[src/rtl/mrsr_pkg.sv]
`default_nettype none

package mrsr_pkg;

  localparam int DAYS_DEF   = 32;
  localparam int PEOPLE_DEF = 8;
  localparam int SLOTS_DEF  = 16;

  localparam int DAY_W    = 5;
  localparam int SLOT_W   = 4;
  localparam int COUNT_W  = 5;
  localparam int PART_W   = 8;
  localparam int STATUS_W = 2;
  localparam int TOTAL_W  = 16;

  localparam logic [STATUS_W-1:0] ST_OK       = 2'd0;
  localparam logic [STATUS_W-1:0] ST_CONFLICT = 2'd1;
  localparam logic [STATUS_W-1:0] ST_RANGE    = 2'd2;

  localparam int STEP_W = 4;
  typedef logic [STEP_W-1:0] step_t;

  localparam step_t S_CLR   = 4'd0;
  localparam step_t S_WAIT  = 4'd1;
  localparam step_t S_VALID = 4'd2;
  localparam step_t S_RD0   = 4'd3;
  localparam step_t S_CHK   = 4'd4;
  localparam step_t S_DEC   = 4'd5;
  localparam step_t S_WR    = 4'd6;
  localparam step_t S_OUT   = 4'd7;
  localparam step_t S_GO    = 4'd8;
  localparam step_t S_REJ   = 4'd9;

  typedef enum logic [2:0] {
    C_ALWAYS,
    C_NOT_CLR_LAST,
    C_NOT_IN_VALID,
    C_INVALID,
    C_NOT_P_LAST,
    C_CLASH,
    C_OUT_BUSY
  } cond_e;

  typedef struct packed {
    logic                clr_wr;
    logic                in_rdy;
    logic                rd_first;
    logic                chk;
    logic                wr;
    logic                p_clr;
    logic                st_we;
    logic [STATUS_W-1:0] st_val;
    logic                rej_inc;
    logic                out_ld;
  } ctrl_t;

  typedef struct packed {
    logic clr_last;
    logic invalid;
    logic p_last;
    logic clash;
  } flags_t;

  typedef struct packed {
    step_t jmp;
    cond_e cond;
    ctrl_t act;
  } uword_t;

  function automatic uword_t ucode(step_t s);
    uword_t w;
    w      = '0;
    w.cond = C_ALWAYS;
    w.jmp  = S_WAIT;
    case (s)
      S_CLR: begin
        w.act.clr_wr = 1'b1;
        w.cond       = C_NOT_CLR_LAST;
        w.jmp        = S_CLR;
      end
      S_WAIT: begin
        w.act.in_rdy = 1'b1;
        w.act.p_clr  = 1'b1;
        w.cond       = C_NOT_IN_VALID;
        w.jmp        = S_WAIT;
      end
      S_VALID: begin
        w.act.st_we  = 1'b1;
        w.act.st_val = ST_RANGE;
        w.cond       = C_INVALID;
        w.jmp        = S_OUT;
      end
      S_RD0: begin
        w.act.rd_first = 1'b1;
        w.cond         = C_NOT_P_LAST;
        w.jmp          = S_CHK;
      end
      S_CHK: begin
        w.act.chk = 1'b1;
        w.cond    = C_NOT_P_LAST;
        w.jmp     = S_CHK;
      end
      S_DEC: begin
        w.act.p_clr = 1'b1;
        w.cond      = C_CLASH;
        w.jmp       = S_REJ;
      end
      S_WR: begin
        w.act.wr     = 1'b1;
        w.act.st_we  = 1'b1;
        w.act.st_val = ST_OK;
        w.cond       = C_NOT_P_LAST;
        w.jmp        = S_WR;
      end
      S_OUT: begin
        w.act.out_ld = 1'b1;
        w.cond       = C_OUT_BUSY;
        w.jmp        = S_OUT;
      end
      S_GO: begin
        w.cond = C_ALWAYS;
        w.jmp  = S_WAIT;
      end
      S_REJ: begin
        w.act.st_we   = 1'b1;
        w.act.st_val  = ST_CONFLICT;
        w.act.rej_inc = 1'b1;
        w.cond        = C_ALWAYS;
        w.jmp         = S_OUT;
      end
      default: begin
        w.jmp = S_WAIT;
      end
    endcase
    return w;
  endfunction

endpackage

`default_nettype wire

[src/rtl/mrsr_useq.sv]
`default_nettype none

module mrsr_useq (
  input  wire logic            clk_i,
  input  wire logic            rst_ni,
  input  wire mrsr_pkg::flags_t flags_i,
  input  wire logic            in_valid_i,
  input  wire logic            out_busy_i,
  output mrsr_pkg::ctrl_t      ctrl_o
);

  import mrsr_pkg::*;

  step_t  upc_q, upc_d;
  uword_t word;
  logic   taken;

  assign word   = ucode(upc_q);
  assign ctrl_o = word.act;

  always_comb begin
    case (word.cond)
      C_ALWAYS:       taken = 1'b1;
      C_NOT_CLR_LAST: taken = !flags_i.clr_last;
      C_NOT_IN_VALID: taken = !in_valid_i;
      C_INVALID:      taken = flags_i.invalid;
      C_NOT_P_LAST:   taken = !flags_i.p_last;
      C_CLASH:        taken = flags_i.clash;
      C_OUT_BUSY:     taken = out_busy_i;
      default:        taken = 1'b1;
    endcase
    upc_d = taken ? word.jmp : upc_q + step_t'(1);
  end

  always_ff @(posedge clk_i or negedge rst_ni) begin
    if (!rst_ni) begin
      upc_q <= S_CLR;
    end else begin
      upc_q <= upc_d;
    end
  end

endmodule

`default_nettype wire

[config.mk]
export PLATFORM = sky130hd
export DESIGN_NAME = mrsr_useq
export DESIGN_NICKNAME = d
export VERILOG_FILES = /design/src/rtl/mrsr_pkg.sv /design/src/rtl/mrsr_useq.sv
export SDC_FILE = /design/constraint.sdc
export NUM_CORES = 1
export LEC_CHECK = 0
export ABC_AREA = 1
export BUFFER_PORTS_ARGS = -buffer_cell sky130_fd_sc_hd__buf_2
export CORE_ASPECT_RATIO = 1.25
export CORE_UTILIZATION = 28
export CTS_CLUSTER_DIAMETER = 200
export DETAILED_ROUTE_END_ITERATION = 12
export SETUP_SLACK_MARGIN = 0.15
export SYNTH_ARGS = -nofsm -noshare
export SYNTH_HDL_FRONTEND = slang
export SYNTH_SLANG_ARGS = --single-unit
[constraint.sdc]
create_clock -name clk_i -period 4.6 [get_ports clk_i]
set_clock_uncertainty 0.2 [all_clocks]
set_input_delay 0.23 -clock clk_i [delete_from_list [all_inputs] [get_ports clk_i]]
set_output_delay 0.23 -clock clk_i [all_outputs]
set_load 0.05 [all_outputs]
==> results.md <==
- Kind of critical path: flip-flop to output port
- Largest net degree at the start of global routing: 9
- CP startpoint kind: flip-flop
- Max reg flops: 4
- Die Span X: around 45 um
- Final Hold Viols: 0
- Area Overhead vs Synth: 21.80%
- DRC viols: 0
- Drt wl/cell: between 10 and 15 um
- Post-Route Setup TNS: 0 ns
- DRT antenna net count: 0
- GRT busiest layer: met2
- Yosys reg bits: 4
- Vias in the first global route: roughly 530
- Post-Route WL: approximately 1.4 mm
- Clk_lat worst skew: around 0.23 ns
- Commonest non-fill, non-tap cell in the layout: buf_2
- Fillers: roughly 240
- Worst slew pin tran: about 0.53 ns
- CTS tree: yes
- Vias/cell: between 4 and 5
- First-pass GRT wire length: around 2.3 mm
- Register name with the most flops: upc_q
- Clock Tree Buf Depth: 2
- Clk root buf: clkbuf_4
- Starting DRT DRC Count: 14
- Final period util: 47.10%
- Clock slew at reported path FFs: 0.04 ns
- Most frequent cells in the layout: 18 x buf_2, 15 x inv_1, 12 x nand2_1, 7 x nand3_4, 7 x nand2_2
- Required @ worst endpoint: 4.17 ns
- Share of post-route cells with drive strength above 1: between 40% and 50%
- Final Wtd Congestion: between 0.8 and 0.9
- Port Buf Inserts: 18
- Placed Instances: approximately 130
- Crit. End Element: output port
- Largest fanout on the critical path: 4
- First drt pass iteration count: 4
- Row cnt: 19
- RSZ-0062 raised after global routing: no
- Clock Sinks: 4
- Total GRT Usage: 12.21%
- Max-cap viol count: 0
- Post-CTS setup buffers: 0
- Met1 GRT Util: between 10% and 20%
- Setup ws final: 2.433 ns
- Total gr overflow: 0
- Max Clk Rate: ~0.46 GHz
- Setup violators final: 0
- Synth warn: 0
- CTS buffer count: 3
- Mapped Avg Cell Area: around 8.0 um^2
- Initial antenna violation count: 0
- Post-synthesis sequential area ratio: approximately 15%
- Top flop regs: upc_q (4)
- Hold Path Class: input port to async pin
- Number of H-tree levels: 1
- Synth Net Count: between 90 and 100
- NumNets Final: between 100 and 150
- Worst R2R Setup Slack: between 2 and 3 ns
- Total Die Area: 2536 um^2
- Hpwl dp: between 1 and 1.5 mm
- Cells after Synth: 82
- Mapped Area: approximately 650 um^2
- Die H: about 56 um
- Final max-slew violation count: 0
- Met2 Track Usage GR: between 10% and 20%
- I/O pins: 19
- Ant diodes: 0
- M3 GR Usage: between 2 and 3%
- DR vias: about 600
- Run status: finished clean
- Count of different cell masters after synthesis: 22
- Final Non-Filler Cells: 133
- Final min period: 2.167 ns
- Core Box Area: between 2000 and 2500 um^2
- Initial Utilization: between 20 and 30%
- Slew HR: between 60% and 70%
- Pre-CTS WS: 2.654 ns
- Critical Path AT: between 1.5 and 2 ns
-- final timing paths --
path,start,endpoint,cells past startpoint
hold / removal,rst_ni,upc_q[1]$_DFF_PN0_,2
max in group asynchronous,rst_ni,upc_q[0]$_DFF_PN0_,2
setup reg to reg,upc_q[0]$_DFF_PN0_,upc_q[1]$_DFF_PN0_,10
hold reg to reg,upc_q[0]$_DFF_PN0_,upc_q[0]$_DFF_PN0_,3
setup / recovery,upc_q[1]$_DFF_PN0_,ctrl_o[4],6
min in group clk_i,flags_i[0],upc_q[3]$_DFF_PN0_,6
-- routing by layer --
layer  up-vias  routed length [um]
met1       279                 636
li1        297                   -
met4         0                   9
met2        17                 681
met3         2                  48
met5         -                   0
-- Yosys cell counts --
cell / instances / area share (%)
nor2_4: 4 / 6.9
inv_4: 1 / 0.96
nand3_4: 7 / 19
nor3_2: 2 / 3.1
o21ai_2: 1 / 1.3
inv_2: 3 / 1.7
dfrtp_1: 4 / 15
nand2_2: 7 / 6.7
nand2_1: 12 / 6.9
nand4_1: 6 / 5.7
nor2_2: 1 / 0.96
nand3_2: 1 / 1.5
buf_6: 1 / 1.7
nor2_1: 5 / 2.9
inv_1: 15 / 8.6
ha_1: 4 / 7.6
nand3_1: 2 / 1.5
xor2_1: 2 / 2.7
buf_4: 1 / 1.1
nand2_4: 1 / 1.7
nand3b_1: 1 / 1.1
o211ai_1: 1 / 1.1
-- final cells by class --
| cell class | count | area (um^2) | share of cell area, % |
|---|---|---|---|
| multi-input combinational | 57 | 461.7 | 57.93 |
| sequential | 4 | 100.1 | 12.56 |
| timing repair buffer | 19 | 100.1 | 12.56 |
| inverter | 19 | 73.82 | 9.262 |
| tap | 31 | 38.79 | 4.867 |
| clock buffer | 3 | 22.52 | 2.826 |
-- timing repair --
| item | CTS | global route |
|---|---|---|
| hold buffers | 1 | 0 |
| endpoints found under the hold margin | 4 | 0 |
| gates resized for setup | 0 | 0 |
-- through the flow --
step | utilization (%) | instance area [um^2] | hold slack, ns
6_report | 36.05 | 797.0 | 0.1283
3_5_place_dp | 34.58 | 764.5 | -0.1619
3_3_place_gp | 34.58 | 764.5 | -0.1626
5_1_grt | 36.05 | 797.0 | 0.1349
2_1_floorplan | - | 654.4 | -0.2656
4_1_cts | 36.05 | 797.0 | 0.1184
-- worst max-delay path: stages, from the launching register on --
cell      delay (ns)
dfrtp_1         0.40
inv_1           0.10
ha_1            0.25
inv_1           0.09
nor3_2          0.27
nand3b_1        0.14
buf_2           0.26
-- kinds of logic (layout without fill, tap and decap cells) --
group / count (synthesis) / count (layout) / share of synthesized area [%]
AND/OR/NAND/NOR: 49 / 49 / 57.74
buffers and inverters: 21 / 41 / 14.15
adder cells (fa/ha/maj): 4 / 4 / 7.648
flip-flops: 4 / 4 / 15.30
AO/OA/AOI/OAI: 2 / 2 / 2.486
XOR/XNOR: 2 / 2 / 2.677
Power is not shown: default switching activity piles up to over one toggle a cycle in this logic, so the estimate is an artifact.
