### src/rtl/mrsr_pkg.sv
`default_nettype none

package mrsr_pkg;

  localparam int DAYS_DEF   = 32;
  localparam int PEOPLE_DEF = 8;
  localparam int SLOTS_DEF  = 16;

  localparam int DAY_W    = 5;
  localparam int SLOT_W   = 4;
  localparam int COUNT_W  = 5;
  localparam int PART_W   = 8;
  localparam int STATUS_W = 2;
  localparam int TOTAL_W  = 16;

  localparam logic [STATUS_W-1:0] ST_OK       = 2'd0;
  localparam logic [STATUS_W-1:0] ST_CONFLICT = 2'd1;
  localparam logic [STATUS_W-1:0] ST_RANGE    = 2'd2;

  localparam int STEP_W = 4;
  typedef logic [STEP_W-1:0] step_t;

  localparam step_t S_CLR   = 4'd0;
  localparam step_t S_WAIT  = 4'd1;
  localparam step_t S_VALID = 4'd2;
  localparam step_t S_RD0   = 4'd3;
  localparam step_t S_CHK   = 4'd4;
  localparam step_t S_DEC   = 4'd5;
  localparam step_t S_WR    = 4'd6;
  localparam step_t S_OUT   = 4'd7;
  localparam step_t S_GO    = 4'd8;
  localparam step_t S_REJ   = 4'd9;

  typedef enum logic [2:0] {
    C_ALWAYS,
    C_NOT_CLR_LAST,
    C_NOT_IN_VALID,
    C_INVALID,
    C_NOT_P_LAST,
    C_CLASH,
    C_OUT_BUSY
  } cond_e;

  typedef struct packed {
    logic                clr_wr;
    logic                in_rdy;
    logic                rd_first;
    logic                chk;
    logic                wr;
    logic                p_clr;
    logic                st_we;
    logic [STATUS_W-1:0] st_val;
    logic                rej_inc;
    logic                out_ld;
  } ctrl_t;

  typedef struct packed {
    logic clr_last;
    logic invalid;
    logic p_last;
    logic clash;
  } flags_t;

  typedef struct packed {
    step_t jmp;
    cond_e cond;
    ctrl_t act;
  } uword_t;

  function automatic uword_t ucode(step_t s);
    uword_t w;
    w      = '0;
    w.cond = C_ALWAYS;
    w.jmp  = S_WAIT;
    case (s)
      S_CLR: begin
        w.act.clr_wr = 1'b1;
        w.cond       = C_NOT_CLR_LAST;
        w.jmp        = S_CLR;
      end
      S_WAIT: begin
        w.act.in_rdy = 1'b1;
        w.act.p_clr  = 1'b1;
        w.cond       = C_NOT_IN_VALID;
        w.jmp        = S_WAIT;
      end
      S_VALID: begin
        w.act.st_we  = 1'b1;
        w.act.st_val = ST_RANGE;
        w.cond       = C_INVALID;
        w.jmp        = S_OUT;
      end
      S_RD0: begin
        w.act.rd_first = 1'b1;
        w.cond         = C_NOT_P_LAST;
        w.jmp          = S_CHK;
      end
      S_CHK: begin
        w.act.chk = 1'b1;
        w.cond    = C_NOT_P_LAST;
        w.jmp     = S_CHK;
      end
      S_DEC: begin
        w.act.p_clr = 1'b1;
        w.cond      = C_CLASH;
        w.jmp       = S_REJ;
      end
      S_WR: begin
        w.act.wr     = 1'b1;
        w.act.st_we  = 1'b1;
        w.act.st_val = ST_OK;
        w.cond       = C_NOT_P_LAST;
        w.jmp        = S_WR;
      end
      S_OUT: begin
        w.act.out_ld = 1'b1;
        w.cond       = C_OUT_BUSY;
        w.jmp        = S_OUT;
      end
      S_GO: begin
        w.cond = C_ALWAYS;
        w.jmp  = S_WAIT;
      end
      S_REJ: begin
        w.act.st_we   = 1'b1;
        w.act.st_val  = ST_CONFLICT;
        w.act.rej_inc = 1'b1;
        w.cond        = C_ALWAYS;
        w.jmp         = S_OUT;
      end
      default: begin
        w.jmp = S_WAIT;
      end
    endcase
    return w;
  endfunction

endpackage

`default_nettype wire

### src/rtl/mrsr_ram.sv
`default_nettype none

module mrsr_ram #(
  parameter int WIDTH = 16,
  parameter int DEPTH = 256,
  parameter int AW    = (DEPTH > 1) ? $clog2(DEPTH) : 1
) (
  input  wire logic             clk_i,
  input  wire logic             we_i,
  input  wire logic             re_i,
  input  wire logic [AW-1:0]    addr_i,
  input  wire logic [WIDTH-1:0] wdata_i,
  output logic      [WIDTH-1:0] rdata_o
);

  logic [WIDTH-1:0] mem [DEPTH];
  logic [WIDTH-1:0] rdata_q;

  always_ff @(posedge clk_i) begin
    if (we_i) begin
      mem[addr_i] <= wdata_i;
    end
    if (re_i) begin
      rdata_q <= mem[addr_i];
    end
  end

  assign rdata_o = rdata_q;

endmodule

`default_nettype wire

### src/rtl/mrsr_dpath.sv
`default_nettype none

module mrsr_dpath #(
  parameter int DAYS   = mrsr_pkg::DAYS_DEF,
  parameter int PEOPLE = mrsr_pkg::PEOPLE_DEF,
  parameter int SLOTS  = mrsr_pkg::SLOTS_DEF
) (
  input  wire logic                              clk_i,
  input  wire logic                              rst_ni,
  input  wire mrsr_pkg::ctrl_t                   ctrl_i,
  input  wire logic [mrsr_pkg::DAY_W-1:0]        day_i,
  input  wire logic [mrsr_pkg::SLOT_W-1:0]       start_slot_i,
  input  wire logic [mrsr_pkg::COUNT_W-1:0]      slot_count_i,
  input  wire logic [mrsr_pkg::PART_W-1:0]       participants_i,
  output mrsr_pkg::flags_t                       flags_o,
  output logic      [mrsr_pkg::STATUS_W-1:0]     status_o,
  output logic      [mrsr_pkg::TOTAL_W-1:0]      reject_total_o
);

  import mrsr_pkg::*;

  localparam int ROWS = DAYS * PEOPLE;
  localparam int AW   = (ROWS > 1) ? $clog2(ROWS) : 1;
  localparam int NP   = (PEOPLE < PART_W) ? PEOPLE : PART_W;
  localparam int PW   = (NP > 1) ? $clog2(NP) : 1;
  localparam int CW   = DAY_W + $clog2(PEOPLE + 1) + AW;
  localparam int EW   = (($clog2(SLOTS + 1) > COUNT_W) ? $clog2(SLOTS + 1) : COUNT_W) + 1;
  localparam int DW   = (($clog2(DAYS + 1) > DAY_W) ? $clog2(DAYS + 1) : DAY_W) + 1;
  localparam logic [TOTAL_W-1:0] REJ_MAX = '1;

  logic [DAY_W-1:0]    day_q;
  logic [SLOT_W-1:0]   first_q;
  logic [COUNT_W-1:0]  count_q;
  logic [PART_W-1:0]   part_q;
  logic [SLOTS-1:0]    rowbuf_q [NP];
  logic [PW-1:0]       p_q, p_d;
  logic                clash_q, clash_d;
  logic [STATUS_W-1:0] st_q, st_d;
  logic [TOTAL_W-1:0]  rej_q, rej_d;
  logic [AW-1:0]       clr_q, clr_d;

  logic [EW-1:0]    run_end;
  logic [SLOTS-1:0] mask;
  logic [NP-1:0]    sel;
  logic             p_last;
  logic [CW-1:0]    row_off;
  logic [CW-1:0]    row_addr;
  logic [AW-1:0]    ram_addr;
  logic             ram_we;
  logic             ram_re;
  logic [SLOTS-1:0] ram_wdata;
  logic [SLOTS-1:0] ram_rdata;
  logic             hit;

  assign run_end = EW'(first_q) + EW'(count_q);

  always_comb begin
    for (int i = 0; i < SLOTS; i++) begin
      mask[i] = (EW'(i) >= EW'(first_q)) && (EW'(i) < run_end);
    end
  end

  assign sel    = part_q[NP-1:0];
  assign p_last = (p_q == PW'(NP - 1));

  always_comb begin
    if (ctrl_i.rd_first) begin
      row_off = '0;
    end else if (ctrl_i.chk) begin
      row_off = CW'(p_q) + CW'(1);
    end else begin
      row_off = CW'(p_q);
    end
  end

  assign row_addr  = CW'(day_q) * CW'(PEOPLE) + row_off;
  assign ram_addr  = ctrl_i.clr_wr ? clr_q : row_addr[AW-1:0];
  assign ram_re    = ctrl_i.rd_first || (ctrl_i.chk && !p_last);
  assign ram_we    = ctrl_i.clr_wr || (ctrl_i.wr && sel[p_q]);
  assign ram_wdata = ctrl_i.clr_wr ? '0 : (rowbuf_q[p_q] | mask);
  assign hit       = sel[p_q] && ((ram_rdata & mask) != '0);

  mrsr_ram #(
    .WIDTH(SLOTS),
    .DEPTH(ROWS)
  ) u_occ_ram (
    .clk_i  (clk_i),
    .we_i   (ram_we),
    .re_i   (ram_re),
    .addr_i (ram_addr),
    .wdata_i(ram_wdata),
    .rdata_o(ram_rdata)
  );

  always_comb begin
    p_d     = p_q;
    clash_d = clash_q;
    st_d    = st_q;
    rej_d   = rej_q;
    clr_d   = clr_q;
    if (ctrl_i.clr_wr) begin
      clr_d = clr_q + AW'(1);
    end
    if (ctrl_i.p_clr) begin
      p_d = '0;
    end else if (ctrl_i.chk || ctrl_i.wr) begin
      p_d = p_last ? '0 : p_q + PW'(1);
    end
    if (ctrl_i.in_rdy) begin
      clash_d = 1'b0;
    end else if (ctrl_i.chk && hit) begin
      clash_d = 1'b1;
    end
    if (ctrl_i.st_we) begin
      st_d = ctrl_i.st_val;
    end
    if (ctrl_i.rej_inc && (rej_q != REJ_MAX)) begin
      rej_d = rej_q + TOTAL_W'(1);
    end
  end

  always_ff @(posedge clk_i or negedge rst_ni) begin
    if (!rst_ni) begin
      p_q     <= '0;
      clash_q <= 1'b0;
      st_q    <= ST_OK;
      rej_q   <= '0;
      clr_q   <= '0;
    end else begin
      p_q     <= p_d;
      clash_q <= clash_d;
      st_q    <= st_d;
      rej_q   <= rej_d;
      clr_q   <= clr_d;
    end
  end

  always_ff @(posedge clk_i) begin
    if (ctrl_i.in_rdy) begin
      day_q   <= day_i;
      first_q <= start_slot_i;
      count_q <= slot_count_i;
      part_q  <= participants_i;
    end
    if (ctrl_i.chk) begin
      rowbuf_q[p_q] <= ram_rdata;
    end
  end

  assign flags_o.clr_last = (clr_q == AW'(ROWS - 1));
  assign flags_o.invalid  = (DW'(day_q) >= DW'(DAYS)) || (run_end > EW'(SLOTS));
  assign flags_o.p_last   = p_last;
  assign flags_o.clash    = clash_q;
  assign status_o         = st_q;
  assign reject_total_o   = rej_q;

endmodule

`default_nettype wire

### config.mk
export PLATFORM = sky130hd
export DESIGN_NAME = mrsr_dpath
export DESIGN_NICKNAME = d
export VERILOG_FILES = /design/src/rtl/mrsr_pkg.sv /design/src/rtl/mrsr_ram.sv /design/src/rtl/mrsr_dpath.sv
export SDC_FILE = /design/constraint.sdc
export NUM_CORES = 2
export LEC_CHECK = 0
export BUFFER_PORTS_ARGS = -buffer_cell sky130_fd_sc_hd__buf_2
export CAP_MARGIN = 20
export CORE_MARGIN = 1.5
export CORE_UTILIZATION = 60
export CTS_CLUSTER_DIAMETER = 80
export DETAILED_ROUTE_END_ITERATION = 7
export PLACE_DENSITY = 0.76
export SETUP_SLACK_MARGIN = 0.02
export SKIP_CTS_REPAIR_TIMING = 1
export SLEW_MARGIN = 10
export SYNTH_ARGS = -nofsm -noshare
export SYNTH_HDL_FRONTEND = slang
export SYNTH_MEMORY_MAX_BITS = 65536
export SYNTH_SLANG_ARGS = --single-unit
### constraint.sdc
create_clock -name clk_i -period 22 [get_ports clk_i]
set_clock_uncertainty 0.15 [all_clocks]
set_input_delay 4.4 -clock clk_i [delete_from_list [all_inputs] [get_ports clk_i]]
set_output_delay 4.4 -clock clk_i [all_outputs]
set_load 0.005 [all_outputs]
==> results by group <==
Placed design
  • Hpwl dp: 217800 microns
  • GP Congestion: 0.8787
  • Cell Area, Placed: 170300 sq um
  • IO Port Bufs: 55

Yosys
  • Area contributors post-synth: edfxtp_1 (78%), mux4_2 (8.9%), mux2i_1 (3.0%)
  • Synth area leader: edfxtp_1
  • Async set or reset register ratio after synthesis: 0.6990%
  • Cells after synthesis: 8391
  • Synth cell types: 66
  • Mapped Area: 164700 sq um
  • Syn. warnings: 0
  • Top FF cell, synth: edfxtp_1
  • Post-synthesis sequential area ratio: 78.17%
  • Avg Cell Area, Syn: 19.63 sq um
  • Syn nets: 8437
  • Post-synth EDFFs: 4262
  • #FFs+latches synth: 4292
  • Top cell type's share of synthesized area: 77.71%

CTS
  • Skew-Pair Late Insertion Delay: 0.96 ns
  • Clock transition at the registers of the reported paths: 0.06 ns
  • TritonCTS clock tree: built
  • H-Tree Depth: 5
  • Total CTS buffers: 416
  • Clock tree sinks: 4292
  • Largest buffer count on any clock path: 4
  • CTS root buffer: clkbuf_16

Detailed routing
  • Post-route ant nets: 0
  • Average vias per placed instance: 6.802
  • Via count: 86180
  • Iter 0 DRT Violations: 13270
  • Drt pass-1 iters: 8
  • Average wire per standard cell: 31.86 microns
  • Drc violations: 0
  • Final WL: 403600 microns

Setup path
  • Worst-path fanout max: 100
  • CP max-delay cell: a211oi_1
  • Critical path endpoint category: flip-flop
  • Reg2reg end: u_occ_ram.rdata_o[10]$_DFFE_PP_
  • RR Startpoint: p_q[0]$_DFFE_PN0P_
  • R2r setup slk: 14.13 ns
  • Crit start category: input pin
  • Crit path required time: 22.48 ns
  • Crit path DAT: 11.34 ns
  • Max stage delay on crit path: 1.15 ns
  • CP most frequent cell: buf_4
  • Critical path cell sequence: buf_2 -> buf_4 -> and2_1 -> a21o_4 -> buf_12 -> buf_4 -> buf_12 -> buf_4 -> mux4_2 -> a22oi_1 -> nand4_1 -> a211oi_1 -> nor4_1
  • Worst reg2reg path depth: 13
  • Setup Crit Path Kind: in2reg

Timing
  • Final setup violation count: 0
  • Post-route minimum period: 10.85 ns
  • Worst hold margin: 0.3409 ns
  • Tcrit/Tclk final: 49.34%
  • Total negative setup slack: 0 ns
  • Slew @ Worst Pin: 1.342 ns
  • Final hold violation count: 0
  • Max transition margin: 10.55%
  • RSZ-0062 raised after global routing: no
  • Fmax: 0.09213 GHz
  • Final slew viol count: 0

Worst hold path
  • Hold Path Class: reg2reg
  • WHS Path Cells: 1
  • Hold path start: reject_total_o[12]$_DFFE_PN0P_
  • Min-Delay Endpoint: reject_total_o[12]$_DFFE_PN0P_

Global routing
  • Largest net degree at the start of global routing: 221
  • First-pass GRT wire length: 582600 microns
  • Initial antenna violation count: 14
  • GRT overflow: 0
  • Vias in the first global route: 84760
  • All-Layer GR Usage: 28.85%

Power
  • VDD IR max: 80.97 uV
  • Pwr/cell area: 109.5 nW/um^2
  • Leakage power: 58.00 nW

Cells and area
  • Fillers: 16400
  • Share of cells above drive strength 1: 19.32%
  • Util after Layout: 67.25%
  • Post-layout nets: 8785
  • Commonest non-fill, non-tap cell in the layout: edfxtp_1
  • Highest-count cells in the layout ignoring fill and taps: edfxtp_1 (4262), nand2_1 (671), mux4_2 (654)
  • Area grow syn2layout: 11.64%
  • Final instance area: 183900 sq um

Floorplanning
  • I/O pin cnt: 57
  • Initial core utilization: 60.24%
  • FP Rows: 192
  • Die W: 526.9 microns
  • Die H: 526.9 microns
  • Area of the core: 273400 sq um
  • Die ar.: 277600 sq um

Flow run
  • Maximum Capacitance Violations: 0

Run status
  • Status: completed
-- synthesized netlist by cell type, drive strengths merged, types with 4 or more instances --
cell / number
nor3: 10
mux4: 654
clkbuf: 199
o22ai: 125
nand3: 14
nand2: 677
o211ai: 5
xor2: 9
nand4: 98
a22oi: 203
a22o: 18
and2: 11
edfxtp: 4262
o32ai: 4
dfrtp: 30
and3: 20
a222oi: 48
buf: 310
a221o: 15
nand2b: 5
mux2: 8
a32oi: 33
o221ai: 111
nor2b: 5
inv: 18
o211a: 16
a21oi: 362
a211oi: 47
a221oi: 32
nor4: 16
nor2: 308
ha: 10
o2bb2ai: 17
mux2i: 497
xnor2: 21
a21o: 6
o21ai: 145
-- critical path, delay by kind of cell --
family          cells  cell delay (ns)
mux                 1             0.44
buf+inv             6             3.35
simple gates        3             0.87
compound gates      3             2.03
-- cell families (layout without fill, tap and decap cells) --
family / count (synthesis) / count (layout) / synth area share [%]
flip-flops: 4292 / 4292 / 78.17
buffers and inverters: 527 / 1213 / 1.672
XOR/XNOR: 30 / 30 / 0.1596
multiplexers: 1159 / 1159 / 12.02
AO/OA/AOI/OAI: 1201 / 1201 / 4.925
other: 0 / 3 / 0
adder cells (fa/ha/maj): 11 / 11 / 0.08813
AND/OR/NAND/NOR: 1171 / 1171 / 2.965
-- layout make-up --
type	count	area, sq um	area share (%)
Timing Repair Buffer	439	3563	1.938
Antenna cell	3	7.507	0.004083
Sequential cell	4292	128700	70.02
Tap cell	3589	4491	2.442
Clock inverter	249	2401	1.306
Multi-Input combinational cell	3572	33650	18.30
Clock buffer	507	10940	5.950
Inverter	18	67.56	0.03675
-- how the worst max path moves through the flow --
stage	endpoint	cells past startpoint	startpoint	slack, ns
6_report	u_occ_ram.rdata_o[10]$_DFFE_PP_	13	ctrl_i[10]	11.15
5_1_grt	u_occ_ram.rdata_o[12]$_DFFE_PP_	14	ctrl_i[10]	11.10
4_1_cts	u_occ_ram.rdata_o[1]$_DFFE_PP_	14	ctrl_i[10]	11.39
3_5_place_dp	u_occ_ram.rdata_o[12]$_DFFE_PP_	14	ctrl_i[10]	10.42
3_3_place_gp	u_occ_ram.rdata_o[1]$_DFFE_PP_	14	ctrl_i[10]	10.45
2_1_floorplan	u_occ_ram.mem[0][5]$_DFFE_PP_	5	ctrl_i[10]	8.29
-- per-layer routing --
metal  GRT usage (%)  vias up  wire length (microns)
met3           7.070      842                  48750
met5               0        -                     80
met4           10.43       10                  15990
li1                -    35130                      -
met1           40.57    44390                 148100
met2           44.55     5805                 190600
-- flip-flops by register name, indices dropped and copies added, names as in the netlist --
| signal | count |
|---|---|
| clash_q | 1 |
| clr_q | 8 |
| count_q | 5 |
| day_q | 5 |
| first_q | 4 |
| p_q | 3 |
| part_q | 8 |
| reject_total_o | 16 |
| rowbuf_q | 128 |
| status_o | 2 |
| u_occ_ram.mem | 4096 |
| u_occ_ram.rdata_o | 16 |
-- power breakdown --
group          total (mW)  leakage [nW]  internal (mW)  switching, mW
clock                6.97          6.53           3.96           3.02
combinational        3.66          12.4           1.23           2.43
sequential           9.51          39.1           9.40          0.110
-- per-stage QoR --
stage / worst slack [ns] / total power, mW / instances
6_report: 11.15 / 20.14 / 12670
5_1_grt: 11.10 / 20.65 / 12670
4_1_cts: 11.39 / 20.11 / 12660
3_5_place_dp: 10.42 / 13.23 / 11900
3_3_place_gp: 10.45 / 13.13 / 11900
2_1_floorplan: 8.288 / 12.13 / 8391
No activity file was read; power rests on OpenSTA's default activity.
